[src/rtl/id_base64_codec_macros.svh]
// Assertion macros for the id_base64_codec block.
// Every use expects a clock named clock and a reset named reset in scope.
`ifndef ID_BASE64_CODEC_MACROS_SVH
`define ID_BASE64_CODEC_MACROS_SVH

// Consequent checked in the same cycle as the antecedent.
`define IDB64_ASSERT_NOW(label, ante, cons, msg) \
   label: assert property (@(posedge clock) disable iff (reset) (ante) |-> (cons)) \
      else $error(msg);

// Consequent checked in the cycle after the antecedent.
`define IDB64_ASSERT_NEXT(label, ante, cons, msg) \
   label: assert property (@(posedge clock) disable iff (reset) (ante) |=> (cons)) \
      else $error(msg);

`endif

[src/rtl/idb64_pkg.sv]
// Package for the id_base64_codec block: sizes, status codes, alphabet helpers.
// No dependencies.
`timescale 1ns / 1ps

package idb64_pkg;

   localparam int ID_BYTES = 21;
   localparam int ID_CHARS = (ID_BYTES * 8 + 5) / 6;
   localparam int POS_W    = $clog2(ID_CHARS);

   localparam logic DIR_ENCODE = 1'b0;
   localparam logic DIR_DECODE = 1'b1;

   localparam logic [7:0] CH_UPPER_A = 8'h41;
   localparam logic [7:0] CH_UPPER_Z = 8'h5A;
   localparam logic [7:0] CH_LOWER_A = 8'h61;
   localparam logic [7:0] CH_LOWER_Z = 8'h7A;
   localparam logic [7:0] CH_DIGIT_0 = 8'h30;
   localparam logic [7:0] CH_DIGIT_9 = 8'h39;
   localparam logic [7:0] CH_UNDER   = 8'h5F;
   localparam logic [7:0] CH_AMP     = 8'h26;

   typedef enum logic [1:0] {
      ST_OK       = 2'd0,
      ST_BAD_CHAR = 2'd1,
      ST_BAD_LEN  = 2'd2
   } status_type;

   typedef struct packed {
      logic [7:0] data;
      logic       last;
      status_type status;
      logic       all_zero;
   } result_type;

   typedef struct packed {
      logic       ok;
      logic [5:0] sym;
   } lookup_type;

   function automatic logic [7:0] rev8(input logic [7:0] v);
      logic [7:0] r;
      for (int i = 0; i < 8; i++) begin
         r[i] = v[7 - i];
      end
      return r;
   endfunction

   function automatic logic [11:0] low_mask(input logic [3:0] n);
      return ~(12'hFFF << n);
   endfunction

   function automatic logic [7:0] sym_to_char(input logic [5:0] s);
      logic [7:0] c;
      if (s < 6'd26) begin
         c = CH_UPPER_A + {2'b00, s};
      end else if (s < 6'd52) begin
         c = CH_LOWER_A - 8'd26 + {2'b00, s};
      end else if (s < 6'd62) begin
         c = CH_DIGIT_0 - 8'd52 + {2'b00, s};
      end else if (s == 6'd62) begin
         c = CH_UNDER;
      end else begin
         c = CH_AMP;
      end
      return c;
   endfunction

   function automatic lookup_type char_to_sym(input logic [7:0] c);
      lookup_type l;
      l.ok  = 1'b1;
      l.sym = 6'd0;
      if (c >= CH_UPPER_A && c <= CH_UPPER_Z) begin
         l.sym = 6'(c - CH_UPPER_A);
      end else if (c >= CH_LOWER_A && c <= CH_LOWER_Z) begin
         l.sym = 6'(c - CH_LOWER_A + 8'd26);
      end else if (c >= CH_DIGIT_0 && c <= CH_DIGIT_9) begin
         l.sym = 6'(c - CH_DIGIT_0 + 8'd52);
      end else if (c == CH_UNDER) begin
         l.sym = 6'd62;
      end else if (c == CH_AMP) begin
         l.sym = 6'd63;
      end else begin
         l.ok = 1'b0;
      end
      return l;
   endfunction

endpackage

[src/rtl/id_base64_codec.sv]
// id_base64_codec: identifier <-> base64 text converter, top level.
// Depends on idb64_pkg and id_base64_codec_macros.svh.
//
// Usage:
//   csr_write_en/csr_write_data set the direction (0 encode, 1 decode) and
//   abandon any identifier in progress; write only while the block is idle.
//   req_* carries one byte (encode) or one character (decode) per item, with
//   req_in_last on the final item of an identifier. rsp_* carries results;
//   rsp_out_last marks the final result of an identifier or an error result.
// Timing:
//   An accepted item lands in an input register; it is converted once the
//   result buffer can take it, and its zero, one or two results go to that
//   two-entry result buffer, whose head entry drives rsp_*. A result thus
//   passes the input register and then the result buffer before it shows.
//   Sustained rate is one item per cycle while rsp_ready stays high and
//   items give at most one result; after an item that gives two, the next
//   waits for the single result port, which drains one entry per cycle.
// Reset:
//   Synchronous, active high; clears direction to encode, empties both
//   registers and restarts the identifier. A stalled rsp_ready holds the
//   buffer; the input register takes one more item, then req_ready stays low
//   until the buffer can take that item's results.
`timescale 1ns / 1ps

`include "id_base64_codec_macros.svh"

module id_base64_codec
   import idb64_pkg::*;
(
   input  logic       clock,
   input  logic       reset,
   input  logic       csr_write_en,
   input  logic       csr_write_data,
   input  logic       req_valid,
   output logic       req_ready,
   input  logic [7:0] req_in_byte,
   input  logic       req_in_last,
   output logic       rsp_valid,
   input  logic       rsp_ready,
   output logic [7:0] rsp_out_byte,
   output logic       rsp_out_last,
   output logic [1:0] rsp_status,
   output logic       rsp_all_zero
);

   // input register
   logic             s1_valid_ff, s1_valid_in;
   logic [7:0]       s1_byte_ff;
   logic             s1_last_ff;

   // conversion state
   logic             dir_ff, dir_in;
   logic [11:0]      buf_ff, buf_in;
   logic [3:0]       cnt_ff, cnt_in;
   logic [POS_W-1:0] pos_ff, pos_in;
   logic             zero_ff, zero_in;
   logic             disc_ff, disc_in;

   // result buffer
   result_type       res0_ff, res0_in, res1_ff, res1_in;
   logic [1:0]       res_cnt_ff, res_cnt_in;

   logic             res_free, s1_go, rsp_fire;
   result_type       r0, r1;
   logic [1:0]       nres;

   assign rsp_fire  = rsp_valid && rsp_ready;
   assign res_free  = (res_cnt_ff == 2'd0) || ((res_cnt_ff == 2'd1) && rsp_ready);
   assign s1_go     = s1_valid_ff && res_free;
   assign req_ready = !s1_valid_ff || s1_go;

   assign rsp_valid    = (res_cnt_ff != 2'd0);
   assign rsp_out_byte = res0_ff.data;
   assign rsp_out_last = res0_ff.last;
   assign rsp_status   = res0_ff.status;
   assign rsp_all_zero = res0_ff.all_zero;

   always_comb begin : convert
      logic [POS_W-1:0] span_m1;
      logic             fin;
      lookup_type       lk;
      status_type       err;
      logic [11:0]      wb;
      logic [3:0]       wc;
      logic [7:0]       v;
      logic             z;

      span_m1 = (dir_ff == DIR_DECODE) ? POS_W'(ID_CHARS - 1) : POS_W'(ID_BYTES - 1);
      fin     = (pos_ff >= span_m1);
      lk      = char_to_sym(s1_byte_ff);
      err     = ST_OK;
      wb      = 12'd0;
      wc      = 4'd0;
      v       = 8'd0;
      z       = zero_ff;

      r0      = '{data: 8'd0, last: 1'b0, status: ST_OK, all_zero: 1'b0};
      r1      = r0;
      nres    = 2'd0;
      buf_in  = buf_ff;
      cnt_in  = cnt_ff;
      pos_in  = pos_ff;
      zero_in = zero_ff;
      disc_in = disc_ff;

      if (dir_ff == DIR_DECODE && !lk.ok) begin
         err = ST_BAD_CHAR;
      end else if (s1_last_ff != fin) begin
         err = ST_BAD_LEN;
      end

      if (disc_ff) begin
         if (s1_last_ff) begin
            disc_in = 1'b0;
            buf_in  = 12'd0;
            cnt_in  = 4'd0;
            pos_in  = '0;
            zero_in = 1'b1;
         end
      end else if (err != ST_OK) begin
         r0      = '{data: 8'd0, last: 1'b1, status: err, all_zero: 1'b0};
         nres    = 2'd1;
         disc_in = !s1_last_ff;
         buf_in  = 12'd0;
         cnt_in  = 4'd0;
         pos_in  = '0;
         zero_in = 1'b1;
      end else begin
         if (dir_ff == DIR_ENCODE) begin
            z       = zero_ff && (s1_byte_ff == 8'd0);
            wb      = {buf_ff[3:0], rev8(s1_byte_ff)};
            wc      = cnt_ff + 4'd2;
            r0.data = sym_to_char(6'(wb >> wc));
            wb      = wb & low_mask(wc);
            nres    = 2'd1;
            if (wc >= 4'd6) begin
               wc      = wc - 4'd6;
               r1.data = sym_to_char(6'(wb >> wc));
               wb      = wb & low_mask(wc);
               nres    = 2'd2;
            end else if (fin && wc != 4'd0) begin
               r1.data = sym_to_char(6'(wb << (4'd6 - wc)));
               wc      = 4'd0;
               nres    = 2'd2;
            end
         end else begin
            wb = {buf_ff[5:0], lk.sym};
            wc = cnt_ff + 4'd6;
            if (wc >= 4'd8) begin
               wc      = wc - 4'd8;
               v       = rev8(8'(wb >> wc));
               wb      = wb & low_mask(wc);
               z       = zero_ff && (v == 8'd0);
               r0.data = v;
               nres    = 2'd1;
            end
         end

         if (fin) begin
            if (nres == 2'd2) begin
               r1.last     = 1'b1;
               r1.all_zero = z;
            end else begin
               r0.last     = 1'b1;
               r0.all_zero = z;
               nres        = 2'd1;
            end
            buf_in  = 12'd0;
            cnt_in  = 4'd0;
            pos_in  = '0;
            zero_in = 1'b1;
         end else begin
            buf_in  = wb;
            cnt_in  = wc;
            pos_in  = pos_ff + 1'b1;
            zero_in = z;
         end
      end
   end

   always_comb begin
      s1_valid_in = s1_valid_ff;
      if (req_valid && req_ready) begin
         s1_valid_in = 1'b1;
      end else if (s1_go) begin
         s1_valid_in = 1'b0;
      end
   end

   always_comb begin
      res0_in    = res0_ff;
      res1_in    = res1_ff;
      res_cnt_in = res_cnt_ff;
      if (s1_go) begin
         res0_in    = r0;
         res1_in    = r1;
         res_cnt_in = nres;
      end else if (rsp_fire) begin
         res0_in    = res1_ff;
         res_cnt_in = res_cnt_ff - 2'd1;
      end
   end

   always_ff @(posedge clock) begin
      if (req_valid && req_ready) begin
         s1_byte_ff <= req_in_byte;
         s1_last_ff <= req_in_last;
      end
      res0_ff <= res0_in;
      res1_ff <= res1_in;
   end

   always_ff @(posedge clock) begin
      if (reset) begin
         s1_valid_ff <= 1'b0;
         res_cnt_ff  <= 2'd0;
         dir_ff      <= DIR_ENCODE;
         buf_ff      <= 12'd0;
         cnt_ff      <= 4'd0;
         pos_ff      <= '0;
         zero_ff     <= 1'b1;
         disc_ff     <= 1'b0;
      end else begin
         s1_valid_ff <= s1_valid_in;
         res_cnt_ff  <= res_cnt_in;
         if (csr_write_en) begin
            dir_ff  <= dir_in;
            buf_ff  <= 12'd0;
            cnt_ff  <= 4'd0;
            pos_ff  <= '0;
            zero_ff <= 1'b1;
            disc_ff <= 1'b0;
         end else if (s1_go) begin
            buf_ff  <= buf_in;
            cnt_ff  <= cnt_in;
            pos_ff  <= pos_in;
            zero_ff <= zero_in;
            disc_ff <= disc_in;
         end
      end
   end

   assign dir_in = csr_write_en ? csr_write_data : dir_ff;

   `IDB64_ASSERT_NOW(a_res_cnt_range, 1'b1, res_cnt_ff != 2'd3, "result buffer overfilled")
   `IDB64_ASSERT_NOW(a_err_is_last, rsp_valid && rsp_status != ST_OK,
      rsp_out_last && rsp_out_byte == 8'd0, "error result not final")
   `IDB64_ASSERT_NOW(a_pos_bound, !csr_write_en && dir_in == dir_ff,
      pos_ff <= POS_W'(ID_CHARS - 1) && cnt_ff <= 4'd6 && !cnt_ff[0],
      "position or count out of range")
   `IDB64_ASSERT_NEXT(a_s1_hold, s1_valid_ff && !s1_go, s1_valid_ff, "input register lost an item")

endmodule
[config.mk]
export PLATFORM = sky130hd
export DESIGN_NAME = id_base64_codec
export DESIGN_NICKNAME = d
export VERILOG_FILES = /design/src/rtl/idb64_pkg.sv /design/src/rtl/id_base64_codec.sv
export VERILOG_INCLUDE_DIRS = /design/src /design/src/rtl
export SDC_FILE = /design/constraint.sdc
export NUM_CORES = 1
export LEC_CHECK = 0
export BUFFER_PORTS_ARGS = -buffer_cell sky130_fd_sc_hd__buf_2
export CORE_MARGIN = 2
export CORE_UTILIZATION = 40
export DETAILED_ROUTE_END_ITERATION = 8
export GPL_TIMING_DRIVEN = 1
export REMOVE_ABC_BUFFERS = 1
export SLEW_MARGIN = 20
export SYNTH_ARGS = -nofsm -noshare
export SYNTH_HDL_FRONTEND = slang
export SYNTH_SLANG_ARGS = --single-unit
[constraint.sdc]
create_clock -name clock -period 5.93 [get_ports clock]
set_input_delay 0.2965 -clock clock [delete_from_list [all_inputs] [get_ports clock]]
set_output_delay 0.2965 -clock clock [all_outputs]
set_load 0.02 [all_outputs]
==> results of run 1 <==
-- stage by stage --
stage | hold slack [ns] | cell area [sq um] | worst slack, ns | std cells
4_1_cts | 0.162 | 5970 | 1.38 | 872
6_report | 0.164 | 5980 | 1.27 | 872
3_3_place_gp | 0.470 | 5800 | 1.40 | 864
2_1_floorplan | 0.369 | 5370 | 0.311 | 648
3_5_place_dp | 0.469 | 5800 | 1.40 | 864
5_1_grt | 0.161 | 5980 | 0.867 | 872
-- sequential cells by signal, indices dropped and copies added (netlist names) --
signal / count
buf_ff: 6
cnt_ff: 3
dir_ff: 1
disc_ff: 1
pos_ff: 5
res1_ff: 10
res_cnt_ff: 2
rsp_all_zero: 1
rsp_out_byte: 8
rsp_out_last: 1
rsp_status: 2
s1_byte_ff: 8
s1_last_ff: 1
s1_valid_ff: 1
zero_ff: 1
-- how the worst max path moves through the flow --
stage,from,slack [ns],end,cells after the start
floorplan,cnt_ff[1],0.31,res1_ff[6],14
global placement,cnt_ff[1],1.40,rsp_out_byte[5],15
detailed placement,cnt_ff[1],1.40,rsp_out_byte[2],13
CTS,cnt_ff[1],1.38,rsp_out_byte[5],15
global route,cnt_ff[1],0.87,rsp_out_byte[2],13
finish,cnt_ff[1],1.27,rsp_out_byte[5],15
-- cells in the mapped netlist (all sizes together), types with 4 or more instances --
| library cell | n |
|---|---|
| and3 | 9 |
| and2 | 6 |
| ha | 49 |
| inv | 44 |
| a22o | 8 |
| nor4 | 5 |
| a21boi | 4 |
| o21ai | 46 |
| nand2b | 10 |
| o211ai | 5 |
| clkbuf | 14 |
| a311oi | 5 |
| a211o | 5 |
| mux2 | 4 |
| or2 | 6 |
| buf | 23 |
| nor3 | 26 |
| a31oi | 10 |
| xor2 | 5 |
| nor2b | 8 |
| nand4 | 8 |
| a21oi | 48 |
| xnor2 | 14 |
| a32oi | 4 |
| mux4 | 4 |
| nor2 | 58 |
| a22oi | 6 |
| mux2i | 15 |
| dfxtp | 20 |
| o311ai | 4 |
| o21a | 5 |
| a221oi | 4 |
| edfxtp | 31 |
| o31ai | 4 |
| nand2 | 69 |
| o221ai | 7 |
| nand3 | 25 |
| a211oi | 10 |
| a21o | 4 |
-- routing by layer --
layer / part of all wire, % / wire length, um / vias to the layer above
met5: 0 / 0 / -
met4: 4.3 / 702 / 0
met3: 6.6 / 1100 / 46
met2: 46 / 7590 / 224
met1: 43 / 7110 / 2553
li1: - / - / 2565
-- final cells by class --
cell class	count	area (sq um)
Sequential cell	51	1330
Timing Repair Buffer	36	200
Tap cell	180	225
Fill cell	1388	7790
Inverter	46	174
Clock buffer	5	125
Multi-Input combinational cell	551	3880
Clock inverter	3	46.3
-- power by group through the flow --
stage	Clock (mW)	Sequential, mW	Combinational (mW)
final	0.338	0.449	0.378
after global routing	0.358	0.453	0.416
after CTS	0.344	0.448	0.372
after detailed placement	0	0.456	0.370
after global placement	0	0.455	0.368
after floorplan	0	0.472	0.242
-- cell families after synthesis --
kind of cell,Yosys count
buffers and inverters,83
AOI/OAI and AO/OA,209
and+or+nand+nor,249
xor gates and xnor gates,19
DFF,51
adders and majority gates,49
other,2
muxes,23
-- worst max-delay path, delay by kind of cell, from the launching register on --
kind | cells | cell delay, ns
compound gates | 9 | 1.97
fa+ha+maj | 3 | 1.35
flops | 1 | 0.56
buf+inv | 2 | 0.29
simple gates | 1 | 0.21
-- cell usage in the layout, fill, tap and decap left out, types with 4 or more instances in the layout --
cell type | synthesis | final
o221ai_1 | 7 | 7
nor2b_1 | 7 | 7
o211ai_1 | 5 | 5
a221oi_1 | 4 | 4
a21o_1 | 4 | 4
nor4_1 | 4 | 4
and3_1 | 8 | 8
a32oi_1 | 4 | 4
a22oi_1 | 4 | 4
nand2_1 | 69 | 69
o21ai_0 | 39 | 39
nor2_1 | 57 | 57
a211o_1 | 4 | 4
edfxtp_1 | 31 | 31
xnor2_1 | 14 | 14
and2_1 | 4 | 4
dfxtp_1 | 20 | 19
o21a_1 | 4 | 4
nand4_1 | 8 | 8
buf_2 | 7 | 28
nand3_1 | 25 | 25
a22o_1 | 8 | 8
nor3_1 | 22 | 22
xor2_1 | 5 | 5
a21oi_1 | 46 | 46
nand2b_1 | 9 | 9
a31oi_1 | 10 | 10
a211oi_1 | 9 | 8
buf_4 | 7 | 8
a311oi_1 | 5 | 5
inv_1 | 41 | 41
clkbuf_16 | 0 | 5
o21ai_1 | 6 | 6
mux2i_1 | 15 | 15
ha_1 | 49 | 49
==> flow_summary.yaml, run 1 <==
outcome:
  outcome: "completed"
job:
  maxCapViolations: 0
logic_synthesis:
  synthTopCellsByArea: "edfxtp_1 (17%), ha_1 (11%), dfxtp_1 (7.1%)"
  ys_warn_count: 0
  synthArstFlopShare_pct: 0
  synth.largest_area_cell: "edfxtp_1"
  synth-seq-cells: 51
  synth_edf_count: 31
  synth_top_family_by_area: "compound AO/OA/AOI/OAI gates"
  synthCells: 685
  yosys.area_share.simple_pct: 23.0
  synthFlopType: "edfxtp_1"
  synth_compound_area_share_pct: 26.6
  ys_seq_area_share_pct: 23.8
  synthAdderAreaFrac_pct: 10.9
  synth_mux_area_share_pct: 5.29
  ys_types: 101
  synth_xor_area_share_pct: 2.97
  syn_avg_cell_area_sq_um: 8.18
  synth_area_sq_um: 5600
  synth_top_area_share_pct: 16.6
clock_tree:
  clk_latency_ns: 0.30
  post_cts_resized: 0
  cts_htree_levels: 2
  cts_buffers: 5
  cts_hold_buf: 0
  cts_setup_buffers: 0
  cts_tree: "yes"
  clockBufferDepth: 2
  cts_sinks: 51
  cts-root-buf: "clkbuf_16"
  clk_pin_slew_ns: 0.07
timing:
  finalSetupViolCount: 0
  finalCritPeriodShare_pct: 78.5
  worst_clock_skew_ns: 0.00678
  max_freq_ghz: 0.215
  period_needed_ns: 4.66
  worst_slew_pin_slew_ns: 0.865
  hold_viol_final: 0
  maxSlewHeadroom_pct: 42.3
  rsz0062_at_grt: "false"
  setup_tns_ns: 0
  slew_violations: 0
hold_path:
  hold_depth: 1
  worstHoldEndpoint: "s1_last_ff"
  hold_path.class: "input pin to register"
  worstHoldStart: "req_in_last"
place:
  port-buffer-count: 28
  dpl.hpwl_mm: 12.3
  gp_congestion: 0.923
setup_path:
  reg2reg_from: "cnt_ff[1]"
  r2r_setup_slack_ns: 1.27
  critPathMaxStageDelay_ns: 0.84
  r2r-end: "rsp_out_byte[5]"
  cp_cell_sequence: "ha_1, inv_1, ha_1, and2_1, o21ai_0, a32oi_1, inv_1, ha_1, a21oi_1, o21bai_1, a41oi_1, o21ai_0, a21oi_1, o221ai_1, a22o_1"
  required_ns: 5.99
  worstSetupStartpointType: "register"
  crit_arrival_ns: 4.71
  path_common_cell: "ha_1"
  cp_slowest_cell: "ha_1"
  r2r_cells: 15
  crit_type: "register to register"
  cp-end-kind: "register"
  path_max_fanout: 27
route:
  ant_nets: 0
  drc: 0
  drt_wl_total_mm: 16.5
  vias: 5388
  dr.pass1.iters: 6
  wl_per_cell_um: 18.9
  via_per_inst: 6.18
  drtIter0Drc: 535
grt:
  grt_max_degree: 33
  overflow: 0
  grt_pass1_vias: 5151
  met2_usage_pct: 36.5
  grt.met1_usage_pct: 29.9
  grt_pass1_wl_mm: 26.6
  grt_util_met3_pct: 2.37
  antenna_found_initial: 0
  busiest_layer: "met2"
  track_usage_pct: 22.6
finish:
  num_antenna_cells: 0
  drive_above_1_share_pct: 13.0
  layout.nets: 755
  post-route-util_pct: 43.4
  areaGrowthSynthToFinish_pct: 6.74
floorplanning:
  die_x_um: 122
  die_y_um: 122
  core-area_sq_um: 13800
  die_area_sq_um: 15000
  num_rows: 43
  io_pins: 29
  start_util_pct: 40.7
power_and_ir_drop:
  seq_power_share_pct: 38.5
  peakVddDrop_v: 0.000110
  power_mw: 1.17
  powerDensity_nw_per_um2: 195
  leakagePower_nw: 2.27
  p_comb_share_pct: 32.5
  p_sw_mw: 0.414
  internal-power_mw: 0.751
  clkPwrFrac_pct: 29.0
  switching_share_pct: 35.5
Note: power is estimated with default switching activity, not from simulation.
==> run 2, diff against run 1 <==
clock period = 4.65 ns   (was 5.93 ns; I/O delays follow)
==> run 2 against run 1 <==
  * Critical endpoint is now res1_ff[6]
  * Utilization is 0.44 points higher
  * Power is 24% higher
  * Largest cell class unchanged
  * Sequential power is 29% higher
  * Non-clock buffer count is 12 higher
  * Sequential cell count stayed put
  * Worst setup slack worse by 0.93 ns
  * Critical path depth is 1 lower
  * Routed wire length is 2.5% higher
==> flow_summary.yaml, run 2 (synthesized netlist as in run 1, its figures left out) <==
finish:
  num_antenna_cells: 0
  largest-register: "res1_ff"
  finalInstanceArea_sq_um: 6040
  largest_reg_flops: 10
  layout.nets: 767
  post-route-util_pct: 43.9
  areaGrowthSynthToFinish_pct: 7.82
  stdcell_count: 884
  mostFrequentLayoutCells: "nand2_1 (69), nor2_1 (57), ha_1 (49)"
  drive_above_1_share_pct: 14.5
  mostFrequentLayoutCell: "nand2_1"
  nFillCells: 1374
power_and_ir_drop:
  leakagePower_nw: 2.32
  powerDensity_nw_per_um2: 238
  peakVddDrop_v: 0.000140
  power_mw: 1.44
place:
  gp_congestion: 0.965
  placed_cell_area_sq_um: 5890
  dpl.hpwl_mm: 12.7
  dp_cells: 876
  port-buffer-count: 28
setup_path:
  startpoint: "cnt_ff[1]"
  cp-end-kind: "register"
  crit_type: "register to register"
  r2r_setup_slack_ns: 0.35
  required_ns: 4.78
  r2r_cells: 14
  r2r-end: "res1_ff[6]"
  path_max_fanout: 20
  worstSetupStartpointType: "register"
  crit_arrival_ns: 4.43
  reg2reg_from: "cnt_ff[1]"
timing:
  rsz0062_at_grt: "false"
  worst_slew_pin_slew_ns: 0.820
  finalCritPeriodShare_pct: 92.6
  max_freq_ghz: 0.232
  finalSetupViolCount: 0
  period_needed_ns: 4.30
  hold_viol_final: 0
  maxSlewHeadroom_pct: 45.2
  slew_violations: 0
  setup_tns_ns: 0
  worst_clock_skew_ns: 0.00539
clock_tree:
  post_cts_resized: 0
  cts_buffers: 5
  clockBufferDepth: 2
  cts-root-buf: "clkbuf_16"
  cts_htree_levels: 2
  clk_pin_slew_ns: 0.07
  clk_latency_ns: 0.30
  cts_tree: "yes"
  cts_hold_buf: 0
  cts_sinks: 51
  cts_setup_buffers: 0
floorplanning:
  core-area_sq_um: 13800
  die_x_um: 122
  start_util_pct: 40.7
  io_pins: 29
  num_rows: 43
  die_area_sq_um: 15000
  die_y_um: 122
grt:
  overflow: 0
  grt_pass1_vias: 5153
  antenna_found_initial: 0
  grt_max_degree: 24
  track_usage_pct: 22.9
  grt_pass1_wl_mm: 27.1
route:
  dr_wl_met2_mm: 7.97
  top_layer: "met4"
  drc: 0
  met3_length_um: 929
  vias: 5455
  wl_per_cell_um: 19.1
  ant_nets: 0
  drtIter0Drc: 568
  via_per_inst: 6.17
  wl_met1_mm: 7.52
  dr.pass1.iters: 5
  drt_wl_total_mm: 16.9
hold_path:
  hold_depth: 1
  worstHoldEndpoint: "s1_last_ff"
  hold_path.class: "input pin to register"
  worstHoldStart: "req_in_last"
job:
  maxCapViolations: 0
outcome:
  outcome: "completed"
==> run 2: cell types whose count changed in the layout (fill, tap and decap cells not counted), sizes merged <==
cell,delta
buf,+12
bufinv,-1
clkinvlp,+1
==> run 2: worst max path at each step <==
stage / depth (start not counted) / endpoint / slack (ns)
6_report: 14 / res1_ff[6] / 0.35
5_1_grt: 14 / res1_ff[6] / 0.07
4_1_cts: 14 / res1_ff[6] / 0.40
3_5_place_dp: 14 / res1_ff[6] / 0.45
3_3_place_gp: 14 / res1_ff[6] / 0.35
2_1_floorplan: 14 / res1_ff[6] / -0.97
==> run 2: power by group <==
part	internal (mW)	total (mW)	switching, mW
combinational	0.173	0.483	0.310
sequential	0.534	0.577	0.0437
clock	0.202	0.379	0.178
total	0.909	1.44	0.531
==> run 2: layout make-up <==
cell class,instances,area (sq um),share of cell area (%)
flip-flops and latches,51,1330,22.1
clock buffers,5,125,2.07
clock inverters,3,23.8,0.394
repair buffers,48,290,4.81
inverters,46,174,2.88
well taps,180,225,3.73
multi-input cells,551,3870,64.1
==> run 2: per-layer routing <==
metal  up-vias  global-route usage, %
met3        38                   2.32
met2       223                   38.0
met4         0                   7.54
met1      2604                   31.2
li1       2590                      -
met5         -                      0
==> run 2: stage by stage <==
stage                     hold slack [ns]  worst slack [ns]
final                               0.108             0.346
after global routing                0.102            0.0685
after CTS                           0.107             0.398
after detailed placement            0.411             0.446
after global placement              0.409             0.349
after floorplan                     0.305            -0.969
==> run 2: worst max-delay path, cell delays in order (launching register included) <==
cell and delay [ns]:
dfxtp_2 0.51, ha_1 0.23, inv_1 0.05, ha_1 0.66, nand2b_1 0.26, a31oi_1 0.23
a221oi_1 0.09, a31oi_1 0.57, inv_1 0.16, ha_1 0.32, a21oi_1 0.21, o21a_1 0.27
nor3_1 0.07, o32a_1 0.32, o31ai_1 0.19
